<file path="src/hdl/kmc_pkg.sv">
// Shared constants and types of the keypad mode controller.
`default_nettype none
package kmc_pkg;

  localparam int unsigned CmdW    = 2;
  localparam int unsigned FlagW   = 3;
  localparam int unsigned MacroW  = 8;
  localparam int unsigned LevelW  = 8;
  localparam int unsigned ModeW   = 2;
  localparam int unsigned NumBtn  = 4;
  localparam int unsigned InDataW  = 24;
  localparam int unsigned OutDataW = 40;
  localparam int unsigned DivSteps = MacroW;
  localparam int unsigned CntW     = $clog2(DivSteps);

  localparam logic [CmdW-1:0] CMD_SCAN     = 2'd0;
  localparam logic [CmdW-1:0] CMD_BLACKOUT = 2'd1;
  localparam logic [CmdW-1:0] CMD_SET      = 2'd2;

  localparam logic [ModeW-1:0] MODE_AUTO = 2'd0;
  localparam logic [ModeW-1:0] MODE_MANU = 2'd1;
  localparam logic [ModeW-1:0] MODE_SEQ  = 2'd2;
  localparam logic [ModeW-1:0] MODE_LAMP = 2'd3;

  localparam logic [FlagW-1:0] FLAG_NONE      = 3'd0;
  localparam logic [FlagW-1:0] FLAG_PRESS     = 3'd1;
  localparam logic [FlagW-1:0] FLAG_LONG      = 3'd2;
  localparam logic [FlagW-1:0] FLAG_REL_SHORT = 3'd3;
  localparam logic [FlagW-1:0] FLAG_REL_LONG  = 3'd4;

  // Button combinations as a mask of engaged buttons, button one in bit 0.
  localparam logic [NumBtn-1:0] COMBO_1  = 4'b0001;
  localparam logic [NumBtn-1:0] COMBO_2  = 4'b0010;
  localparam logic [NumBtn-1:0] COMBO_3  = 4'b0100;
  localparam logic [NumBtn-1:0] COMBO_4  = 4'b1000;
  localparam logic [NumBtn-1:0] COMBO_14 = 4'b1001;
  localparam logic [NumBtn-1:0] COMBO_23 = 4'b0110;

  localparam logic [LevelW-1:0] LAMP_FULL       = 8'd255;
  localparam logic [LevelW-1:0] GRAD_RESET      = 8'd127;
  localparam logic [MacroW-1:0] MACRO_MAX_RESET = 8'd16;

  typedef struct packed {
    logic load;
    logic div_step;
    logic apply;
  } kmc_cmd_t;

endpackage
`default_nettype wire

</file>
<file path="src/hdl/kmc_ctrl.sv">
// Sequencing state machine: capture, remainder iterations, state update, output handshake.
`default_nettype none
module kmc_ctrl
  import kmc_pkg::*;
(
  input  wire logic     clk,
  input  wire logic     rst,
  input  wire logic     s_tvalid,
  output logic          s_tready,
  output logic          m_tvalid,
  input  wire logic     m_tready,
  output kmc_cmd_t      cmd
);

  localparam logic [1:0] ST_IDLE  = 2'd0;
  localparam logic [1:0] ST_DIV   = 2'd1;
  localparam logic [1:0] ST_APPLY = 2'd2;

  logic [1:0]      state;
  logic [1:0]      state_next;
  logic [CntW-1:0] cnt;
  logic [CntW-1:0] cnt_next;
  logic            out_free;

  assign s_tready = (state == ST_IDLE);
  assign out_free = !m_tvalid || m_tready;

  always_comb begin
    state_next   = state;
    cnt_next     = cnt;
    cmd.load     = 1'b0;
    cmd.div_step = 1'b0;
    cmd.apply    = 1'b0;
    unique case (state)
      ST_IDLE: begin
        if (s_tvalid) begin
          cmd.load   = 1'b1;
          cnt_next   = '0;
          state_next = ST_DIV;
        end
      end
      ST_DIV: begin
        cmd.div_step = 1'b1;
        cnt_next     = cnt + 1'b1;
        if (cnt == CntW'(DivSteps - 1)) begin
          state_next = ST_APPLY;
        end
      end
      ST_APPLY: begin
        if (out_free) begin
          cmd.apply  = 1'b1;
          state_next = ST_IDLE;
        end
      end
      default: begin
        state_next = ST_IDLE;
      end
    endcase
  end

  always_ff @(posedge clk) begin
    if (rst) begin
      state    <= ST_IDLE;
      cnt      <= '0;
      m_tvalid <= 1'b0;
    end else begin
      state <= state_next;
      cnt   <= cnt_next;
      if (cmd.apply) begin
        m_tvalid <= 1'b1;
      end else if (m_tready) begin
        m_tvalid <= 1'b0;
      end
    end
  end

endmodule
`default_nettype wire

</file>
<file path="src/hdl/kmc_datapath.sv">
// Item capture, bit-serial remainder unit, mode and lamp state, and result register.
`default_nettype none
module kmc_datapath
  import kmc_pkg::*;
(
  input  wire logic                clk,
  input  wire logic                rst,
  input  wire kmc_cmd_t            cmd,
  input  wire logic [CmdW-1:0]     in_cmd,
  input  wire logic [InDataW-1:0]  in_data,
  input  wire logic                cfg_we,
  input  wire logic [MacroW-1:0]   cfg_data,
  output logic [OutDataW-1:0]      out_data
);

  typedef struct packed {
    logic [ModeW-1:0]  mode;
    logic [ModeW-1:0]  prev_mode;
    logic              lock;
    logic [MacroW-1:0] running;
    logic [MacroW-1:0] shown;
    logic              lit;
    logic [LevelW-1:0] level;
    logic [LevelW-1:0] grad;
    logic              save;
  } kmc_st_t;

  function automatic kmc_st_t chg_mode(kmc_st_t s, logic [ModeW-1:0] x);
    kmc_st_t r;
    r = s;
    if (s.mode != x) begin
      if (s.mode == MODE_LAMP) begin
        r.save  = 1'b1;
        r.lit   = 1'b0;
        r.level = '0;
      end
      r.mode = x;
    end
    return r;
  endfunction

  function automatic kmc_st_t lamp_set(kmc_st_t s, logic [LevelW-1:0] v);
    kmc_st_t r;
    r = s;
    r.lit   = 1'b1;
    r.level = v;
    return r;
  endfunction

  function automatic kmc_st_t lamp_toggle(kmc_st_t s, logic [LevelW-1:0] v);
    kmc_st_t r;
    r = s;
    if (s.lit) begin
      r.lit   = 1'b0;
      r.level = '0;
    end else begin
      r = lamp_set(s, v);
    end
    return r;
  endfunction

  function automatic kmc_st_t grad_dn(kmc_st_t s);
    kmc_st_t r;
    r = s;
    if (r.grad != '0) begin
      r.grad = r.grad - 1'b1;
    end
    return lamp_set(r, r.grad);
  endfunction

  function automatic kmc_st_t grad_up(kmc_st_t s);
    kmc_st_t r;
    r = s;
    if (r.grad != LAMP_FULL) begin
      r.grad = r.grad + 1'b1;
    end
    return lamp_set(r, r.grad);
  endfunction

  function automatic kmc_st_t sel_macro(kmc_st_t s, logic [MacroW-1:0] v);
    kmc_st_t r;
    r = s;
    r.running = v;
    r.shown   = v;
    return chg_mode(r, MODE_SEQ);
  endfunction

  kmc_st_t                      cur;
  kmc_st_t                      st;
  logic [MacroW-1:0]            macro_max;
  logic [CmdW-1:0]              cmd_q;
  logic [NumBtn-1:0][FlagW-1:0] btn;
  logic [MacroW-1:0]            div_rem;
  logic [MacroW-1:0]            div_sh;
  logic [MacroW:0]              div_try;
  logic [MacroW-1:0]            mm_last;
  logic [NumBtn-1:0]            engaged;
  logic                         has_press;
  logic                         has_long;
  logic                         has_rel;
  logic                         has_short;
  logic                         has_rlong;
  logic                         scan_ok;
  logic                         shrt;
  logic                         consume_next;

  assign mm_last = macro_max - 1'b1;
  assign div_try = {div_rem, div_sh[MacroW-1]};

  always_comb begin
    has_press = 1'b0;
    has_long  = 1'b0;
    has_short = 1'b0;
    has_rlong = 1'b0;
    for (int i = 0; i < NumBtn; i++) begin
      engaged[i] = (btn[i] != FLAG_NONE) && (btn[i] <= FLAG_REL_LONG);
      has_press  = has_press | (btn[i] == FLAG_PRESS);
      has_long   = has_long  | (btn[i] == FLAG_LONG);
      has_short  = has_short | (btn[i] == FLAG_REL_SHORT);
      has_rlong  = has_rlong | (btn[i] == FLAG_REL_LONG);
    end
    has_rel = has_short | has_rlong;
    scan_ok = (engaged != '0) && !has_press && !(has_long && has_rel);
    shrt    = has_short && !has_rlong;
  end

  always_comb begin
    st           = cur;
    st.save      = 1'b0;
    consume_next = 1'b0;
    case (cmd_q)
      CMD_SCAN: begin
        if (scan_ok) begin
          consume_next = 1'b1;
          if (cur.lock) begin
            case (engaged)
              COMBO_1, COMBO_4: begin
                if (shrt) begin
                  if (st.mode == MODE_LAMP) begin
                    st.save = 1'b1;
                    st = chg_mode(st, st.prev_mode);
                  end else if (st.mode == MODE_SEQ) begin
                    st = sel_macro(st, mm_last);
                  end
                end
              end
              COMBO_2: st = shrt ? grad_dn(st) : lamp_toggle(st, st.grad);
              COMBO_3: st = shrt ? grad_up(st) : lamp_toggle(st, LAMP_FULL);
              COMBO_14: st.lock = 1'b0;
              COMBO_23: begin
                if (st.mode == MODE_LAMP) begin
                  st = chg_mode(st, st.prev_mode);
                end else begin
                  st.prev_mode = st.mode;
                  st = chg_mode(st, MODE_LAMP);
                  st = lamp_set(st, st.grad);
                end
              end
              default: ;
            endcase
          end else begin
            case (engaged)
              COMBO_1: begin
                if (shrt) begin
                  case (st.mode)
                    MODE_AUTO: st.lock = 1'b1;
                    MODE_MANU: st = chg_mode(st, MODE_AUTO);
                    MODE_SEQ: begin
                      st = sel_macro(st, mm_last);
                      st = chg_mode(st, MODE_MANU);
                    end
                    default: st = chg_mode(st, MODE_MANU);
                  endcase
                end else begin
                  st = sel_macro(st, mm_last);
                end
              end
              COMBO_2: begin
                if (shrt) begin
                  if (st.mode == MODE_MANU) begin
                    st.shown = (st.shown == '0) ? mm_last : st.shown - 1'b1;
                  end else if (st.mode == MODE_LAMP) begin
                    st = grad_dn(st);
                  end else if (st.mode == MODE_AUTO) begin
                    st = chg_mode(st, MODE_MANU);
                  end
                end else begin
                  st = lamp_toggle(st, st.grad);
                end
              end
              COMBO_3: begin
                if (shrt) begin
                  if (st.mode == MODE_MANU) begin
                    if (({1'b0, st.shown} + 1'b1) >= {1'b0, macro_max}) begin
                      st.shown = '0;
                    end else begin
                      st.shown = st.shown + 1'b1;
                    end
                  end else if (st.mode == MODE_LAMP) begin
                    st = grad_up(st);
                  end else if (st.mode == MODE_AUTO) begin
                    st = chg_mode(st, MODE_MANU);
                  end
                end else begin
                  st = lamp_toggle(st, LAMP_FULL);
                end
              end
              COMBO_4: begin
                if (shrt) begin
                  if (st.mode == MODE_MANU) begin
                    st.running = div_rem;
                  end else if (st.mode == MODE_LAMP) begin
                    st.save  = 1'b1;
                    st.mode  = MODE_MANU;
                    st.lit   = 1'b0;
                    st.level = '0;
                  end
                end else begin
                  st.running = div_rem;
                  st = chg_mode(st, MODE_MANU);
                  st.lock = 1'b1;
                end
              end
              COMBO_14: st.lock = 1'b1;
              COMBO_23: st = chg_mode(st, MODE_LAMP);
              default: ;
            endcase
          end
        end
      end
      CMD_BLACKOUT: st = sel_macro(st, mm_last);
      CMD_SET:      st = sel_macro(st, div_rem);
      default: ;
    endcase
  end

  always_ff @(posedge clk) begin
    if (rst) begin
      cur.mode      <= MODE_AUTO;
      cur.prev_mode <= MODE_AUTO;
      cur.lock      <= 1'b1;
      cur.running   <= '0;
      cur.shown     <= '0;
      cur.lit       <= 1'b0;
      cur.level     <= '0;
      cur.grad      <= GRAD_RESET;
      cur.save      <= 1'b0;
      macro_max     <= MACRO_MAX_RESET;
    end else begin
      if (cmd.apply) begin
        cur <= st;
      end
      if (cfg_we) begin
        macro_max <= (cfg_data == '0) ? MacroW'(1) : cfg_data;
      end
    end
  end

  always_ff @(posedge clk) begin
    if (cmd.load) begin
      cmd_q   <= in_cmd;
      btn[0]  <= in_data[2:0];
      btn[1]  <= in_data[5:3];
      btn[2]  <= in_data[8:6];
      btn[3]  <= in_data[11:9];
      div_rem <= '0;
      div_sh  <= (in_cmd == CMD_SET) ? in_data[19:12] : cur.shown;
    end else if (cmd.div_step) begin
      div_sh <= {div_sh[MacroW-2:0], 1'b0};
      if (div_try >= {1'b0, macro_max}) begin
        div_rem <= MacroW'(div_try - {1'b0, macro_max});
      end else begin
        div_rem <= div_try[MacroW-1:0];
      end
    end
    if (cmd.apply) begin
      out_data <= {2'b00, consume_next, st.save, st.grad,
                   (st.lit ? st.level : LevelW'(0)), st.lit,
                   st.shown, st.running, st.lock, st.mode};
    end
  end

endmodule
`default_nettype wire

</file>
<file path="src/hdl/keypad_mode_controller.sv">
// Top level of the four-button keypad mode controller.
// The slave channel takes one beat per button scan or external order: s_tuser holds
// the order kind and s_tdata the four gesture flags and the requested macro index.
// Each accepted beat yields exactly one result beat on the master channel holding
// the mode, lock, macro, lamp and pulse fields as they stand after that beat.
// The configuration channel writes the macro count; a zero is stored as one.
// The beat is captured at the accepting edge, then the one-bit-per-cycle remainder unit
// works through all eight bits of the index, and the update state then applies the
// result and raises m_tvalid once the output register is free.
// A new beat is taken only after the previous one has been applied; s_tready is high
// only while no beat is in work.
// The result sits in an output register, so a new beat is taken while a result waits;
// if the receiver stalls, the following update holds until the register is free.
// Synchronous reset locks the keypad, selects auto mode, turns the lamp off, sets the
// stored brightness to 127 and the macro count to 16, and clears m_tvalid.
`default_nettype none
module keypad_mode_controller
  import kmc_pkg::*;
(
  input  wire logic                 clk,
  input  wire logic                 rst,
  input  wire logic                 s_tvalid,
  output logic                      s_tready,
  // [2:0] button_one, [5:3] button_two, [8:6] button_three, [11:9] button_four,
  // [19:12] macro_index, [23:20] zero
  input  wire logic [InDataW-1:0]   s_tdata,
  // [1:0] cmd
  input  wire logic [CmdW-1:0]      s_tuser,
  output logic                      m_tvalid,
  input  wire logic                 m_tready,
  // [1:0] mode, [2] locked, [10:3] active_macro, [18:11] preview_macro, [19] lamp_on,
  // [27:20] lamp_level, [35:28] lamp_preset, [36] save_grad, [37] consume, [39:38] zero
  output logic [OutDataW-1:0]       m_tdata,
  input  wire logic                 cfg_valid,
  output logic                      cfg_ready,
  input  wire logic [MacroW-1:0]    cfg_data
);

  kmc_cmd_t cmd;

  assign cfg_ready = 1'b1;

  kmc_ctrl u_ctrl (
    .clk      (clk),
    .rst      (rst),
    .s_tvalid (s_tvalid),
    .s_tready (s_tready),
    .m_tvalid (m_tvalid),
    .m_tready (m_tready),
    .cmd      (cmd)
  );

  kmc_datapath u_dp (
    .clk      (clk),
    .rst      (rst),
    .cmd      (cmd),
    .in_cmd   (s_tuser),
    .in_data  (s_tdata),
    .cfg_we   (cfg_valid & cfg_ready),
    .cfg_data (cfg_data),
    .out_data (m_tdata)
  );

endmodule
`default_nettype wire

</file>
<file path="config.mk">
export PLATFORM = sky130hd
export DESIGN_NAME = keypad_mode_controller
export DESIGN_NICKNAME = d
export VERILOG_FILES = /design/src/hdl/kmc_pkg.sv /design/src/hdl/kmc_ctrl.sv /design/src/hdl/kmc_datapath.sv /design/src/hdl/keypad_mode_controller.sv
export SDC_FILE = /design/constraint.sdc
export NUM_CORES = 1
export LEC_CHECK = 0
export ABC_AREA = 1
export BUFFER_PORTS_ARGS = -buffer_cell sky130_fd_sc_hd__buf_2
export CORE_UTILIZATION = 50
export DETAILED_ROUTE_END_ITERATION = 8
export GPL_ROUTABILITY_DRIVEN = 0
export PLACE_DENSITY = 0.66
export REMOVE_ABC_BUFFERS = 1
export SYNTH_ARGS = -nofsm -noshare
export SYNTH_HDL_FRONTEND = slang
export SYNTH_SLANG_ARGS = --single-unit
</file>
<file path="constraint.sdc">
create_clock -name clk -period 4.6 [get_ports clk]
set_input_delay 0.46 -clock clk [delete_from_list [all_inputs] [get_ports clk]]
set_output_delay 0.46 -clock clk [all_outputs]
set_load 0.005 [all_outputs]
</file>
Word level (Yosys, flattened, before mapping)

Cells that the tools add are included.

Register bits: 120
Input bits: 39

Add/sub/neg operators: 8
$lt $le $gt $ge: 6
Eq/ne operators: 55
Multiplexer cells: 93
Bitwise operators: 15
Reduce and logical (&&, ||, !) cells: 33

Operators with widths:

| cell                                                                     | number |
|---|---|
| 39-bit two-way mux                                                       | 12 |
| 34-bit one-hot mux with 5 select lines                                   | 1 |
| 34-bit one-hot mux with 4 select lines                                   | 1 |
| 39-bit one-hot mux with 3 select lines                                   | 1 |
| 9-bit two-way mux                                                        | 12 |
| 8-bit two-way mux                                                        | 13 |
| 34-bit one-hot mux with 3 select lines                                   | 1 |
| 35-bit two-way mux                                                       | 2 |
| 18-bit two-way mux                                                       | 2 |
| 2-bit two-way mux                                                        | 18 |
| 13-bit two-way mux                                                       | 2 |
| 3-bit by 2-bit equality test with 1-bit output (second input constant)   | 8 |
| 2-bit inequality test (second input constant)                            | 12 |
| 8-bit by 1-bit subtractor with 8-bit output (second input constant)      | 3 |
| 1-bit two-way mux                                                        | 20 |
| 4-bit one-hot mux with 5 select lines                                    | 1 |
| 20-bit AND reduction                                                     | 1 |
| 9-bit by 8-bit >= comparator with 1-bit output                           | 2 |
| 2-bit by 1-bit inequality test with 1-bit output (second input constant) | 9 |
| 8-bit by 1-bit adder with 8-bit output (second input constant)           | 2 |
| 8-bit zero test                                                          | 2 |
| 4-bit one-hot mux with 4 select lines                                    | 1 |
| 3-bit equality test (second input constant)                              | 5 |
| 3-bit nonzero test                                                       | 5 |
| 30 further kinds                                                         | 74 |

Longest topological paths before layout

Depth after elaboration: 20
Depth in mapped cells: 24
Depth with buffers taken out: 24

Hierarchy

Synthesis repeated with hierarchy kept, for this count alone.

Cell total of the unflattened synthesis: 1417
Area total of the unflattened synthesis: 9726.8 sq um

By module, submodules not included:

| module                 | instances | cells each | area each (sq um) | sequential area each (sq um) |
|---|---|---|---|---|
| kmc_datapath           | 1         | 1378       | 9440.3            | 2882.8 |
| kmc_ctrl               | 1         | 37         | 275.3             | 120.1 |
| keypad_mode_controller | 1         | 2          | 11.3              | 0.0 |

Worst setup path after synthesis

OpenSTA, ideal clock, no wires.

Kind: flip-flop to flip-flop
Start: register u_dp.cur[18] (netlist name)
End: register u_dp.out_data[16] (data pin)
Library setup time: 0.251 ns
Arrival: 2.232 ns
Required time: 4.349 ns
Setup slack: 2.117 ns
Stages on the path, launching flop included: 22
Buffers on the path: 1
Path through: dfxtp_1 > buf_2 > clkinv_1 > ha_1 > ha_1 > nand2_1 > nor2_1 > nand2_1 > nand3_1 > nand2_1 > nand2_1 > nand2_1 > nand2_1 > nor2_1 > nand2_1 > nand2_1 > o21ai_0 > nand3_1 > nand2_1 > nand2_1 > nand2_1 > inv_1

RTL lines:

| item                   | RTL line            | source |
|---|---|---|
| from (decl)            | kmc_datapath.sv:88  | `kmc_st_t cur;` |
| from (signal assigned) | kmc_datapath.sv:251 | `cur <= st;` |
| to (signal assigned)   | kmc_datapath.sv:277 | `out_data <= {2'b00, consume_next, st.save, st.grad,` |
| to (decl)              | kmc_datapath.sv:13  | `output logic [OutDataW-1:0] out_data` |

==> flow_summary.ini <==
[clock_network]
cts_tree = built
clkSinkCount = 120
clock_path_buffers = 2
htreeDepth = 4
cts_root_buffer = clkbuf_16
path_clk_slew_ps = 60
insertion_delay_ps = 430
post_cts_buffers = 0
cts_resized = 0
cts_hold_buf = 0
cts_buffers = 17

[run]
drv_cap = 0

[synth]
syn_area_um2 = 9640
yosys_warnings = 0
synth-compound-area-share = 0.211
synthMuxAreaShare = 0
synth_fa_ha_area_frac = 0.0436
yosys.area_share.simple = 0.305
ys_seq_area_frac = 0.312
synth_top_family_by_area = simple AND/OR/NAND/NOR gates
yosys.area.top_type = edfxtp_1
synth.avg_cell_area_um2 = 6.49
synth.distinct_cells = 57
synth-edff-count = 60
ys_seq_elements = 120
synth_top_area_share = 0.187
ys.flop_type = edfxtp_1
ys_top_cells_by_area = edfxtp_1, nand2_1, dfxtp_1
synth_xor_area_frac = 0.0200
synth_cells = 1485
synthArstFlopShare = 0

[cells_and_area]
fillers = 1851
stdcell_count = 1794
num_antenna_cells = 0
multi_input_area_um2 = 5600
nNetsFinal = 1593
layout-drive-gt1-share = 0.108
regArea_um2 = 3000
fin_area_um2 = 10700
area_delta_synth_final_pct = 10.6

[power]
total_power_mw = 3.38
leakage_nw = 4.92
p_per_area_nw_per_um2 = 317
vdd_drop_max_mv = 0.233

[sta]
hold_viol = 0
fmax_mhz = 295
final.min_clock_period_ps = 3390
setup_viol = 0
slew_headroom = 0.356
tightest_slew_ps = 963
final.setup.tns_ps = 0
drv_slew = 0
rsz0062_at_grt = no
finalClockSkew_ps = 10.9
post-route-period-util = 0.736
setup_ws_ps = 1210

[run_status]
status = completed

[floorplanning]
die-area_um2 = 19800
dieWidth_um = 141
dieHeight_um = 141
rows = 50
initial_utilization = 0.512
io_pins = 82
core_um2 = 18800

[detailed_routing]
drc = 0
routedWlPerCell_um = 18.2
vias = 10600
avgViaCountPerCell = 5.90
wirelength_um = 32600
drt.antenna.violating_nets = 0
dr.pass1.iters = 6
drt-initial-drc-count = 1605

[placed_design]
io_buffers = 74
place_inst = 1762
dpl_worst_slack_ps = 1360
dp_hpwl_um = 22900
placed_cell_area_um2 = 10100

[global_route]
grt_pass1_vias = 9471
grt_use_met3 = 0.0628
overflow = 0
grt_use_met2 = 0.486
grt_pass1_wl_um = 51500
grt_start_max_net_pins = 50
antenna_found_initial = 0
grt_usage = 0.334
grt_use_met1 = 0.490
grt_busiest_layer = met1

[worst_setup_path]
end_kind = register
worst_ep_required_time_ps = 4910
critical_path_class = register to register
crit_fanout = 14
arrival_ps = 3700
startpoint_type = register

[worst_hold_path]
hp-class = primary input to register
kinds of logic (layout without fill, tap and decap cells):
group,after synthesis,in the layout
AOI/OAI and AO/OA,364,364
xor gates and xnor gates,22,22
adders and majority gates,33,33
buffers and inverters,253,301
DFF,120,120
other,2,3
and+or+nand+nor,691,691
layout make-up:
class | count | area share
Inverter | 183 | 0.0645
Timing Repair Buffer | 86 | 0.0432
Multi-Input combinational cell | 1113 | 0.525
Clock inverter | 9 | 0.00904
Tap cell | 260 | 0.0305
Sequential cell | 120 | 0.282
Clock buffer | 23 | 0.0459
worst paths after layout:
path	startpoint	end	slack, ps	depth (start not counted)
setup / recovery	u_dp.btn[3]$_DFFE_PP_	u_dp.cur[37]$_SDFFE_PP0P_	1210	14
hold reg to reg	u_ctrl.cnt[1]$_SDFFE_PP0P_	u_ctrl.cnt[1]$_SDFFE_PP0P_	470	2
hold / removal	s_tdata[4]	u_dp.btn[4]$_DFFE_PP_	220	1
setup reg to reg	u_dp.btn[3]$_DFFE_PP_	u_dp.cur[37]$_SDFFE_PP0P_	1210	14
power breakdown:
part | total (mW) | switching (mW) | internal, mW | leakage [nW]
clock | 1.35 | 0.500 | 0.853 | 0.296
sequential | 1.23 | 0.0515 | 1.18 | 1.05
combinational | 0.797 | 0.560 | 0.237 | 3.57
worst max-delay path: stages (launching register included):
cell and delay [ps]:
edfxtp_1 420, nor2_1 140, ha_1 370, nor3_4 710
nor2_2 110, nand2_4 170, inv_2 70, nor2_4 410
inv_1 200, a21oi_1 150, o21ai_0 80, nand2_1 90
nand3_1 130, o21ai_1 170, inv_1 50
sequential cells by signal (all words and copies together) (netlist names):
name	cells
u_ctrl.state	2
u_ctrl.m_tvalid	1
u_ctrl.cnt	3
u_dp.macro_max	8
u_dp.btn	12
u_dp.cmd_q	2
u_dp.cur	38
u_dp.div_rem	8
u_dp.div_sh	8
u_dp.out_data	38
layout by cell type, fill, tap and decap left out, drive strengths merged, types with 7 or more instances in the layout:
master	synthesis	final
clkbuf	34	23
nand3	106	106
o211ai	18	18
ha	32	32
dfxtp	60	60
nand4	11	11
buf	36	86
o21ai	161	161
nand3b	7	7
edfxtp	60	60
nor3	16	16
o22ai	17	17
clkinv	8	13
xor2	20	20
nand2	412	412
inv	175	177
a21oi	127	127
nor2	134	134
a211oi	7	7
routing by layer:
metal  share of wire  up-vias
li1                -     5021
met1            0.45     4770
met2            0.40      702
met3            0.12       86
met4           0.029        0
met5               0        -
through the flow:
stage                     hold WS (ps)   util
final                              217  0.566
after global routing               216  0.566
after CTS                          212  0.566
after detailed placement           460  0.535
after global placement             453  0.535
after floorplan                    434      -
cell usage after synthesis (all sizes together), types with 3 or more instances:
cell,n
a211oi,7
a21oi,127
a221oi,4
a31oi,6
buf,36
clkbuf,34
clkinv,8
dfxtp,60
edfxtp,60
ha,32
inv,175
nand2,412
nand3,106
nand3b,7
nand4,11
nor2,134
nor3,16
nor4,3
o2111ai,6
o211ai,18
o21a,3
o21ai,161
o22ai,17
o31ai,4
xor2,20
Power figures use the tool's default switching activity.
